===== config.mk =====
export PLATFORM = sky130hd
export DESIGN_NAME = stack_with_dup_swap_rot
export DESIGN_NICKNAME = d
export VERILOG_FILES = /design/src/rtl/sdsr_pkg.sv /design/src/rtl/sdsr_ram.sv /design/src/rtl/sdsr_alu.sv /design/src/rtl/stack_with_dup_swap_rot.sv
export SDC_FILE = /design/constraint.sdc
export NUM_CORES = 2
export LEC_CHECK = 0
export ABC_AREA = 0
export BUFFER_PORTS_ARGS = -buffer_cell sky130_fd_sc_hd__buf_2
export CELL_PAD_IN_SITES_DETAIL_PLACEMENT = 2
export CELL_PAD_IN_SITES_GLOBAL_PLACEMENT = 2
export CORE_ASPECT_RATIO = 0.7
export CORE_MARGIN = 1
export CORE_UTILIZATION = 46
export DETAILED_ROUTE_END_ITERATION = 6
export PLACE_DENSITY_LB_ADDON = 0.12
export SLEW_MARGIN = 15
export SYNTH_ARGS = -nofsm -noshare
export SYNTH_HDL_FRONTEND = slang
export SYNTH_SLANG_ARGS = --single-unit

===== constraint.sdc =====
create_clock -name aclk -period 11.4 [get_ports aclk]
set_input_delay 0.57 -clock aclk [delete_from_list [all_inputs] [get_ports aclk]]
set_output_delay 0.57 -clock aclk [all_outputs]
set_load 0.05 [all_outputs]

===== src/rtl/sdsr_pkg.sv =====
// Shared types and constants for the data stack with dup, swap and rot.
package sdsr_pkg;

    localparam int WORD_W   = 32;
    localparam int OP_W     = 3;
    localparam int OFF_W    = 6;
    localparam int STATUS_W = 2;

    // Input tdata layout, lowest bit first
    localparam int IN_OP_LSB  = 0;
    localparam int IN_VAL_LSB = IN_OP_LSB + OP_W;
    localparam int IN_OFF_LSB = IN_VAL_LSB + WORD_W;
    localparam int IN_BITS    = IN_OFF_LSB + OFF_W;
    localparam int IN_W       = ((IN_BITS + 7) / 8) * 8;

    // Output tdata layout, lowest bit first (count sits above status)
    localparam int OUT_VAL_LSB = 0;
    localparam int OUT_ST_LSB  = OUT_VAL_LSB + WORD_W;
    localparam int OUT_CNT_LSB = OUT_ST_LSB + STATUS_W;

    typedef logic [WORD_W-1:0] word_t;
    typedef logic [OFF_W-1:0]  offset_t;

    typedef enum logic [OP_W-1:0] {
        OP_PUSH = 3'd0,
        OP_POP  = 3'd1,
        OP_DUP  = 3'd2,
        OP_SWAP = 3'd3,
        OP_ROT  = 3'd4,
        OP_PEEK = 3'd5
    } op_t;

    typedef enum logic [STATUS_W-1:0] {
        ST_OK    = 2'd0,
        ST_UNDER = 2'd1,
        ST_OVER  = 2'd2
    } status_t;

    // Top three entries of the stack, held in flops
    typedef struct packed {
        word_t t0;   // entry count-1
        word_t t1;   // entry count-2
        word_t t2;   // entry count-3
    } top_regs_t;

    // Spill request from the op logic into the RAM
    typedef struct packed {
        logic  en;
        word_t data;
    } spill_t;

endpackage


===== src/rtl/sdsr_ram.sv =====
// Generic simple RAM: one write port, two registered read ports.
module sdsr_ram #(
    parameter int W     = 32,
    parameter int DEPTH = 64
) (
    input  logic                     aclk,
    input  logic                     we,
    input  logic [$clog2(DEPTH)-1:0] waddr,
    input  logic [W-1:0]             wdata,
    input  logic [$clog2(DEPTH)-1:0] raddr_a,
    output logic [W-1:0]             rdata_a,
    input  logic [$clog2(DEPTH)-1:0] raddr_b,
    output logic [W-1:0]             rdata_b
);

    logic [W-1:0] mem [DEPTH];

    always_ff @(posedge aclk) begin
        if (we) begin
            mem[waddr] <= wdata;
        end
        rdata_a <= mem[raddr_a];
        rdata_b <= mem[raddr_b];
    end

endmodule


===== src/rtl/sdsr_alu.sv =====
// Single-pass stack operation logic on the cached top entries.
module sdsr_alu #(
    parameter int DEPTH = 64
) (
    input  sdsr_pkg::op_t                op,
    input  sdsr_pkg::word_t              push_value,
    input  sdsr_pkg::offset_t            peek_offset,
    input  logic [$clog2(DEPTH+1)-1:0]   count,
    input  sdsr_pkg::top_regs_t          tops,
    input  sdsr_pkg::word_t              refill,    // entry count-4
    input  sdsr_pkg::word_t              deep,      // entry count-1-offset
    output sdsr_pkg::top_regs_t          tops_next,
    output logic [$clog2(DEPTH+1)-1:0]   count_next,
    output sdsr_pkg::spill_t             spill,
    output logic [$clog2(DEPTH)-1:0]     spill_addr,
    output sdsr_pkg::word_t              rd_value,
    output sdsr_pkg::status_t            status
);

    localparam int CW = $clog2(DEPTH + 1);
    localparam int AW = $clog2(DEPTH);
    localparam int DW = ((CW > sdsr_pkg::OFF_W) ? CW : sdsr_pkg::OFF_W) + 1;

    logic          full;
    logic          empty;
    logic          has3;
    logic [CW-1:0] cnt_m3;
    logic          off_bad;

    assign full    = (count >= CW'(DEPTH));
    assign empty   = (count == '0);
    assign has3    = (count >= CW'(3));
    assign cnt_m3  = count - CW'(3);
    assign off_bad = (DW'(peek_offset) >= DW'(count));
    assign spill_addr = cnt_m3[AW-1:0];

    always_comb begin
        tops_next  = tops;
        count_next = count;
        spill.en   = 1'b0;
        spill.data = tops.t2;
        rd_value   = '0;
        status     = sdsr_pkg::ST_OK;
        case (op)
            sdsr_pkg::OP_PUSH: begin
                if (full) begin
                    status = sdsr_pkg::ST_OVER;
                end else begin
                    tops_next.t0 = push_value;
                    tops_next.t1 = tops.t0;
                    tops_next.t2 = tops.t1;
                    count_next   = count + CW'(1);
                    spill.en     = has3;
                end
            end
            sdsr_pkg::OP_POP: begin
                if (empty) begin
                    status = sdsr_pkg::ST_UNDER;
                end else begin
                    rd_value     = tops.t0;
                    tops_next.t0 = tops.t1;
                    tops_next.t1 = tops.t2;
                    tops_next.t2 = refill;
                    count_next   = count - CW'(1);
                end
            end
            sdsr_pkg::OP_DUP: begin
                if (empty) begin
                    status = sdsr_pkg::ST_UNDER;
                end else if (full) begin
                    status = sdsr_pkg::ST_OVER;
                end else begin
                    tops_next.t1 = tops.t0;
                    tops_next.t2 = tops.t1;
                    count_next   = count + CW'(1);
                    spill.en     = has3;
                end
            end
            sdsr_pkg::OP_SWAP: begin
                if (count < CW'(2)) begin
                    status = sdsr_pkg::ST_UNDER;
                end else begin
                    tops_next.t0 = tops.t1;
                    tops_next.t1 = tops.t0;
                end
            end
            sdsr_pkg::OP_ROT: begin
                // ( a b c -- b c a ), a is the third entry
                if (!has3) begin
                    status = sdsr_pkg::ST_UNDER;
                end else begin
                    tops_next.t0 = tops.t2;
                    tops_next.t1 = tops.t0;
                    tops_next.t2 = tops.t1;
                end
            end
            sdsr_pkg::OP_PEEK: begin
                if (off_bad) begin
                    status = sdsr_pkg::ST_UNDER;
                end else begin
                    case (peek_offset)
                        sdsr_pkg::OFF_W'(0): rd_value = tops.t0;
                        sdsr_pkg::OFF_W'(1): rd_value = tops.t1;
                        sdsr_pkg::OFF_W'(2): rd_value = tops.t2;
                        default:             rd_value = deep;
                    endcase
                end
            end
            default: ;
        endcase
    end

endmodule


===== src/rtl/stack_with_dup_swap_rot.sv =====
// Top level of the bounded data stack with push, pop, dup, swap, rot and peek.
//
// Usage: one request on the s_ channel carries one operation; each request
// yields exactly one result on the m_ channel (read value, status, count).
// A failing operation leaves the stack unchanged and reports underflow or
// overflow in the status field.
// Requests pass through the input register and then the result register, which
// drives m_tvalid. Throughput: one request per cycle while m_tready is high.
// The top three entries live in flops; deeper entries live in a RAM with
// two registered read ports: one prefetches entry count-4 to refill the
// cache on pop, the other reads the peek target. Read addresses are
// computed from the count the next operation will see, so the data is
// ready when that operation executes; a same-cycle write is forwarded.
// Reset clears the count and both valid flags; the stack is empty and
// usable in the first cycle after reset. No RAM clearing pass.
// Stall: when m_tready is low with a result pending, the request in the
// input register waits and s_tready drops once that register is full; no
// request or result is lost or repeated.
module stack_with_dup_swap_rot #(
    parameter int DEPTH = 64
) (
    input  logic                                aclk,
    input  logic                                aresetn,
    input  logic                                s_tvalid,
    output logic                                s_tready,
    // s_tdata: op[2:0], push_value[34:3], peek_offset[40:35], zero pad
    input  logic [sdsr_pkg::IN_W-1:0]           s_tdata,
    output logic                                m_tvalid,
    input  logic                                m_tready,
    // m_tdata: read_value[31:0], status[33:32], count[..:34], zero pad
    output logic [((sdsr_pkg::OUT_CNT_LSB + $clog2(DEPTH+1) + 7) / 8) * 8 - 1:0] m_tdata
);

    localparam int CW    = $clog2(DEPTH + 1);
    localparam int AW    = $clog2(DEPTH);
    localparam int DW    = ((CW > sdsr_pkg::OFF_W) ? CW : sdsr_pkg::OFF_W) + 1;
    localparam int OUT_W = ((sdsr_pkg::OUT_CNT_LSB + CW + 7) / 8) * 8;
    localparam int PAD_W = OUT_W - (sdsr_pkg::OUT_CNT_LSB + CW);

    // Input register
    logic                in_valid_reg;
    sdsr_pkg::op_t       in_op_reg;
    sdsr_pkg::word_t     in_val_reg;
    sdsr_pkg::offset_t   in_off_reg;

    // Stack state
    logic [CW-1:0]       count_reg;
    logic [CW-1:0]       count_next;
    sdsr_pkg::top_regs_t tops_reg;
    sdsr_pkg::top_regs_t tops_next;

    // Result register
    logic                out_valid_reg;
    sdsr_pkg::word_t     out_value_reg;
    sdsr_pkg::status_t   out_status_reg;
    logic [CW-1:0]       out_count_reg;

    // RAM side
    sdsr_pkg::spill_t    spill;
    logic [AW-1:0]       spill_addr;
    logic                ram_we;
    logic [AW-1:0]       rd_a_addr;
    logic [AW-1:0]       rd_b_addr;
    sdsr_pkg::word_t     ram_a_q;
    sdsr_pkg::word_t     ram_b_q;
    logic                hit_a_reg;
    logic                hit_b_reg;
    sdsr_pkg::word_t     fwd_data_reg;
    sdsr_pkg::word_t     refill;
    sdsr_pkg::word_t     deep;

    sdsr_pkg::word_t     rd_value;
    sdsr_pkg::status_t   status;

    logic                fire;
    logic                s_accept;
    logic [CW-1:0]       count_eff;
    sdsr_pkg::offset_t   off_eff;
    logic [CW:0]         refill_idx;
    logic [DW-1:0]       peek_idx;

    // Execute when a request waits and the result register can take it
    assign fire     = in_valid_reg && (!out_valid_reg || m_tready);
    assign s_tready = !in_valid_reg || fire;
    assign s_accept = s_tvalid && s_tready;

    sdsr_alu #(
        .DEPTH (DEPTH)
    ) u_alu (
        .op          (in_op_reg),
        .push_value  (in_val_reg),
        .peek_offset (in_off_reg),
        .count       (count_reg),
        .tops        (tops_reg),
        .refill      (refill),
        .deep        (deep),
        .tops_next   (tops_next),
        .count_next  (count_next),
        .spill       (spill),
        .spill_addr  (spill_addr),
        .rd_value    (rd_value),
        .status      (status)
    );

    // Count and offset seen by the request that executes next
    assign count_eff  = fire ? count_next : count_reg;
    assign off_eff    = s_accept ? s_tdata[sdsr_pkg::IN_OFF_LSB +: sdsr_pkg::OFF_W]
                                 : in_off_reg;
    assign refill_idx = {1'b0, count_eff} - (CW + 1)'(4);
    assign peek_idx   = DW'(count_eff) - DW'(1) - DW'(off_eff);
    assign rd_a_addr  = refill_idx[AW-1:0];
    assign rd_b_addr  = peek_idx[AW-1:0];
    assign ram_we     = fire && spill.en;

    sdsr_ram #(
        .W     (sdsr_pkg::WORD_W),
        .DEPTH (DEPTH)
    ) u_ram (
        .aclk    (aclk),
        .we      (ram_we),
        .waddr   (spill_addr),
        .wdata   (spill.data),
        .raddr_a (rd_a_addr),
        .rdata_a (ram_a_q),
        .raddr_b (rd_b_addr),
        .rdata_b (ram_b_q)
    );

    // Forward a spill that lands on an address read in the same cycle
    always_ff @(posedge aclk) begin
        hit_a_reg    <= ram_we && (spill_addr == rd_a_addr);
        hit_b_reg    <= ram_we && (spill_addr == rd_b_addr);
        fwd_data_reg <= spill.data;
    end

    assign refill = hit_a_reg ? fwd_data_reg : ram_a_q;
    assign deep   = hit_b_reg ? fwd_data_reg : ram_b_q;

    always_ff @(posedge aclk) begin
        if (!aresetn) begin
            in_valid_reg  <= 1'b0;
            out_valid_reg <= 1'b0;
            count_reg     <= '0;
        end else begin
            if (s_accept) begin
                in_valid_reg <= 1'b1;
            end else if (fire) begin
                in_valid_reg <= 1'b0;
            end
            if (fire) begin
                out_valid_reg <= 1'b1;
                count_reg     <= count_next;
            end else if (m_tready) begin
                out_valid_reg <= 1'b0;
            end
        end
    end

    // Payload registers
    always_ff @(posedge aclk) begin
        if (s_accept) begin
            in_op_reg  <= sdsr_pkg::op_t'(s_tdata[sdsr_pkg::IN_OP_LSB +: sdsr_pkg::OP_W]);
            in_val_reg <= s_tdata[sdsr_pkg::IN_VAL_LSB +: sdsr_pkg::WORD_W];
            in_off_reg <= s_tdata[sdsr_pkg::IN_OFF_LSB +: sdsr_pkg::OFF_W];
        end
        if (fire) begin
            tops_reg       <= tops_next;
            out_value_reg  <= rd_value;
            out_status_reg <= status;
            out_count_reg  <= count_next;
        end
    end

    assign m_tvalid = out_valid_reg;
    assign m_tdata  = {{PAD_W{1'b0}}, out_count_reg, out_status_reg, out_value_reg};

endmodule


Yosys cells after proc, flatten, opt, wreduce, memory -nomap -nowiden --
Memory sizes are Yosys's and may differ from the RTL's. A register that Yosys moved wholly into a read port is not among the register bits. Index checks and enable logic that the tools add are counted.
Word-level totals: bits in registers 221, memory bits (writable) 2048, input bits 52, output and inout bits 50, word-level logic and storage cells 98, memories kept 1
Memory list:
- u_ram.mem | depth 64, bits a word 32, read ports 2, clocked after memory_dff 2, write ports 1, line sdsr_ram.sv:16 | logic [W-1:0] mem [DEPTH];
Cells by class: add/subtract/negate cells 6, magnitude comparators 4, equality and inequality tests 15, muxes and demuxes 37, reduce and logical (&&, ||, !) cells 20
Operator list (number):
- two-way mux 96 bit | 3
- one-hot mux 32 bit (4 select lines) | 2
- two-way mux 64 bit | 3
- one-hot mux 32 bit (5 select lines) | 1
- two-way mux 32 bit | 4
- one-hot mux 32 bit (3 select lines) | 1
- one-hot mux 32 bit (2 select lines) | 1
- two-way mux 7 bit | 4
- one-hot mux 7 bit (3 select lines) | 1
- == test 6 bit | 2
- two-way mux 1 bit | 12
- one-hot mux 2 bit (6 select lines) | 1
- inequality test 2 bit, second input constant | 5
- AND reduction 8 bit | 1
- nonzero test 4 bit | 2
- adder 7 x 1 -> 7 bit, second input constant | 1
- greater-or-equal comparator 6 x 7 -> 1 bit | 1
- greater-or-equal comparator 7 x 2 -> 1 bit, second input constant | 1
- greater-or-equal comparator 7 bit, second input constant | 1
- logical NOT 7 bit | 1
- < comparator 7 x 2 -> 1 bit, second input constant | 1
- AND reduction 7 bit | 1
- subtractor 7 x 1 -> 7 bit, second input constant | 1
- == test 3 x 2 -> 1 bit, second input constant | 2
- other kinds (20) | 29

Longest topological paths before layout --
depth in word-level cells 9, gate-level depth with buffers 28, gate-level depth less buffers 19

Modules after synthesis --
From an unflattened synthesis, not the netlist that was laid out.
Second synthesis, totals: cells, all modules 5624, area total of the unflattened synthesis 108895.7 um^2
Modules (own cells, without submodules):
- sdsr_ram | instances 1, cells an instance 4412, area each 95660.5 um^2
- stack_with_dup_swap_rot | instances 1, cells an instance 391, area each 7754.9 um^2
- sdsr_alu | instances 1, cells an instance 821, area each 5480.3 um^2

Worst setup path after synthesis --
OpenSTA, ideal clock, no wires.
path type input to register, from input m_tready, to register u_ram.rdata_b[27] (read register of u_ram.mem), data arrival time 6.365 ns, data required time 11.258 ns, slack 4.893 ns, cell stages on the path 23, path buffers 12, cell sequence nand2b_1 -> nand2_1 -> inv_1 -> o2111ai_2 -> and2_1 -> buf_6 -> inv_4 -> buf_6 -> buf_6 -> buf_6 -> buf_2 -> buf_2 -> buf_2 -> ha_1 -> fa_1 -> clkbuf_1 -> buf_1 -> clkbuf_1 -> clkbuf_1 -> clkbuf_1 -> mux4_2 -> mux2i_1 -> a221oi_1
Between the ends: elaborated cells between the ends (all ways) 8, those cells by class add/sub: 2; mux: 2; reduce/logical: 4
RTL lines:
- start, declared | line stack_with_dup_swap_rot.sv:29 | input logic m_tready,
- logical OR 1 bit | line stack_with_dup_swap_rot.sv:83 | assign fire = in_valid_reg && (!out_valid_reg || m_tready);
- logical AND 1 bit | line stack_with_dup_swap_rot.sv:83
- named net fire | line stack_with_dup_swap_rot.sv:75 | logic fire;
- two-way mux 7 bit
- named net count_eff[0] | line stack_with_dup_swap_rot.sv:77 | logic [CW-1:0] count_eff;
- subtractor 6 x 1 -> 6 bit | line stack_with_dup_swap_rot.sv:110 | assign peek_idx = DW'(count_eff) - DW'(1) - DW'(off_eff);
- subtractor 6 bit | line stack_with_dup_swap_rot.sv:110
- end, declared | line sdsr_ram.sv:13 | output logic [W-1:0] rdata_b
The timed path passes the listed nets, and every way through them passes these cells. A chain may end at the register's enable or synchronous reset.

Worst setup path in the final report --
from register count_reg[0], to register u_ram.rdata_b[3] (read register of u_ram.mem)
Between the ends: longest elaborated chain between the ends 7, elaborated cells between the ends (all ways) 11, those cells by class add/sub: 4; order compare: 1; mux: 5; reduce/logical: 1
Ends and longest elaborated chain:
- start, declared | line stack_with_dup_swap_rot.sv:47 | logic [CW-1:0] count_reg;
- start signal, assigned | line stack_with_dup_swap_rot.sv:152 | count_reg <= count_next;
- adder 7 x 1 -> 7 bit or greater-or-equal comparator 7 bit (tied branches) | line sdsr_alu.sv:52, sdsr_alu.sv:75, sdsr_alu.sv:30
- two-way mux 7 bit | line sdsr_alu.sv:46, sdsr_alu.sv:70
- two-way mux 7 bit | line sdsr_alu.sv:68 | if (empty) begin
- one-hot mux 7 bit (3 select lines) | line sdsr_alu.sv:44 | case (op)
- two-way mux 7 bit (*)
- subtractor 6 x 1 -> 6 bit (*) | line stack_with_dup_swap_rot.sv:110
- subtractor 6 bit (*) | line stack_with_dup_swap_rot.sv:110
Mark *: on every way between the ends. The rest lies on a longest branch, timed or not.

==> reports/metrics.csv <==
stage,metric,value,unit
yosys,post-synthesis register bit count,2333,
sta,final hold vios,0,
clock_network,# clock sinks,2333,
clock_network,post-CTS setup repair buffer count,0,
routing,# DRC,1,
floorplanning,Initial Utilization,46.23,%
global_route,largest net degree at the start of global routing,149,
sta,fin crit period,7928,ps
yosys,asr flop ratio synth,0,%
clock_network,post-cts resize count,0,
yosys,"EDFF count, synth",2220,
yosys,Post-Syn Instances,8137,
clock_network,Clock Pin Slew Worst Setup and Hold Paths,70,ps
final_layout,Largest register FFs,2048,
floorplanning,die width,583.4,um
clock_network,CTS root buffer,clkbuf_16,
sta,final setup margin,3472,ps
clock_network,Num CTS Buffers,237,
run_status,status,"finished, violations left",
sta,crit share post-route,69.54,%
placement,Post-DP HPWL,268.1,mm
clock_network,Clock Path Buffers,4,
sta,setup_tns,0,ps
critical_path,Worst R2R Path Depth,21,
global_route,vias in the first global route,84080,
floorplanning,Die ar.,238600,um2
power_and_ir_drop,P_leak,40.51,nW
flow_run,max-cap violations,0,
floorplanning,num rows,149,
yosys,"top cells by count, synth","edfxtp_1 (2220), nand2_1 (2068), nand3_1 (569)",
yosys,"Seq/Total Area, Yosys",63.32,%
placement,placed cell area,113200,um2
floorplanning,Core Region,235500,um2
power_and_ir_drop,Max VDD drop,0.1288,mV
yosys,Netlist cell types,78,
floorplanning,I/O pin count,102,
yosys,Area contributors post-synth,"edfxtp_1 (61%), mux4_2 (11%), nand2_1 (7.1%)",
yosys,yosys warns,0,
routing,Iter 0 DRT Violations,10700,
critical_path,Crit. End Element,flip-flop,
yosys,syn_area_per_cell,13.38,um2
critical_path,CP Depth,21,
sta,Max Clock Skew,35.03,ps
critical_path,worst-path cell chain,inv_1 -> ha_1 -> nor4b_4 -> a21oi_1 -> o2111ai_4 -> buf_4 -> and2_4 -> inv_16 -> ha_4 -> fa_4 -> a21o_1 -> a21oi_1 -> xor2_1 -> buf_4 -> nor2_4 -> buf_4 -> a32oi_1 -> o221ai_1 -> nor2_1 -> a21oi_1 -> a221oi_1,
hold_path,HP Class,input port to flip-flop,
placement,Port Buffers,87,
yosys,top-count cell post-synth,edfxtp_1,
critical_path,RR Startpoint,count_reg[0],
run_status,failing checks,DRC,
critical_path,CP Capture Point,u_ram.rdata_b[3],
critical_path,crit path launch,count_reg[0],
yosys,ys flop type,edfxtp_1,
sta,setup violators final,0,
global_route,Total GRT Usage,36.88,%
sta,relative slew slack,15.25,%
critical_path,Worst Path Arrival,8610,ps
critical_path,slack of the worst reg-to-reg path,3470,ps
sta,Least-Margin Pin Slew,1271,ps
routing,Wirelength per Cell,39.01,um
final_layout,area delta synth->final,11.33,%
clock_network,Clock Latency Late Sink,900,ps
critical_path,critical path startpoint category,flip-flop,
power_and_ir_drop,PD cells,164.1,nW/um2
global_route,first-pass GRT wire length,629.6,mm
yosys,Yosys top cell by area,edfxtp_1,
critical_path,critical path's slowest cell,buf_4,
routing,overall via count from detail_route,79790,
critical_path,"Req. time, crit path",12090,ps
routing,Final ANT Viol Nets,0,
routing,Vias per Instance,6.949,
clock_network,htree depth,4,
placement,pre-CTS WS,3758,ps
critical_path,kind of critical path,flip-flop to flip-flop,
critical_path,"CP delay by family, top",buffers and inverters,
clock_network,CTS Hold Bufs,44,
sta,unrepaired setup endpoints after global routing,false,
routing,drt pass-1 iters,7,
floorplanning,Die Ht,409.0,um
critical_path,r2r endpoint,u_ram.rdata_b[3],
sta,fmax,126.1,MHz
sta,Pins Over Slew Limit,0,
critical_path,CP max FO,129,
yosys,synthesized area,108900,um2
routing,WL final,447.9,mm
yosys,Synth top area share,61.24,%
final_layout,layout cells sized above 1,16.65,%
critical_path,CP peak stage delay,890,ps
global_route,initial antenna violation count,19,
clock_network,TritonCTS clock tree,yes,
placement,Placer Congestion,0.8756,
critical_path,Worst Path Buf+Inv,5,
global_route,Overflow after GRT,0,
final_layout,# nets final,8179,
final_layout,final design area excluding fillers,121200,um2
-- metrics by stage --
step	hold slack [ps]	power, mW	utilization, %	instances
after global routing	79.12	20.27	51.46	11480
after floorplan	491.2	11.12	-	8143
after global placement	503.9	12.00	48.07	11000
final	75.84	19.89	51.47	11480
after detailed placement	514.4	12.06	48.07	11000
after CTS	43.49	19.88	51.46	11480
-- layout make-up --
class | count | area, um2
clock buffer | 305 | 6441
timing repair buffer | 385 | 3083
sequential | 2333 | 68930
tap | 3171 | 3968
antenna | 6 | 15.01
fill | 21860 | 114300
clock inverter | 127 | 1104
inverter | 25 | 122.6
multi-input combinational | 5130 | 37520
-- how the worst min path moves through the flow --
stage                    from             to  slack (ps)  depth (start not counted)
6_report          s_tdata[36]  in_off_reg[1]          80                          3
2_1_floorplan   in_val_reg[0]   tops_reg[64]         490                          2
4_1_cts           s_tdata[36]  in_off_reg[1]          40                          3
3_3_place_gp    in_val_reg[8]   tops_reg[72]         500                          2
5_1_grt           s_tdata[36]  in_off_reg[1]          80                          3
3_5_place_dp   in_val_reg[27]   tops_reg[91]         510                          2
-- where the power goes --
part / internal [mW] / leakage (nW) / total, mW / switching [mW]
combinational: 0.893 / 15.9 / 2.42 / 1.53
sequential: 9.37 / 21.0 / 9.52 / 0.140
clock: 4.43 / 3.70 / 7.95 / 3.52
total: 14.7 / 40.5 / 19.9 / 5.19
-- worst min-delay path: stages --
cell and delay, ps:
buf_2 70, mux2i_1 160, inv_1 120
-- layout by cell type, fill, tap and decap left out, types with 13 or more instances in the layout --
cell type,synthesis,final
a31oi_1,166,166
a311oi_1,138,138
nor2_4,0,70
o221a_2,32,32
nor2b_1,17,15
clkbuf_16,0,241
clkinv_1,0,62
mux2i_1,266,266
dfxtp_1,113,110
bufinv_16,0,21
o2111ai_1,18,18
xnor2_1,17,13
clkbuf_1,279,47
and3_1,201,200
nand3_1,569,568
a211oi_1,76,76
a22oi_1,65,65
nor4_1,32,31
mux4_2,512,512
mux2_2,51,51
a32oi_1,116,116
a22o_1,32,32
edfxtp_1,2220,2220
o21ai_0,50,50
clkinv_2,0,37
buf_2,218,87
o211ai_1,20,20
nor2_1,184,109
a221oi_1,47,47
dlygate4sd3_1,0,44
clkbuf_8,0,17
buf_4,47,230
nand2_1,2068,2064
buf_12,0,24
o22ai_1,68,68
inv_1,22,21
o221ai_1,32,32
a21oi_1,193,192
-- kinds of logic (layout without fill, tap and decap cells) --
family	after synthesis	after routing	share of synthesized area [%]
and+or+nand+nor	3133	3133	12.22
DFF	2333	2333	63.32
AOI/OAI and AO/OA	1121	1121	7.552
muxes	829	829	13.57
buffers and inverters	680	842	2.960
xor gates and xnor gates	25	25	0.2011
adders and majority gates	15	15	0.1793
other	1	13	0.003445
-- layer usage --
| metal | vias up | global-route usage, % | share of wire, % |
|---|---|---|---|
| li1 | 31440 | - | - |
| met1 | 42780 | 51.02 | 40 |
| met2 | 4635 | 57.13 | 45 |
| met3 | 933 | 5.791 | 9.1 |
| met4 | 8 | 17.92 | 5.5 |
| met5 | - | 0 | 0.012 |
No activity file was read; power rests on OpenSTA's default activity.
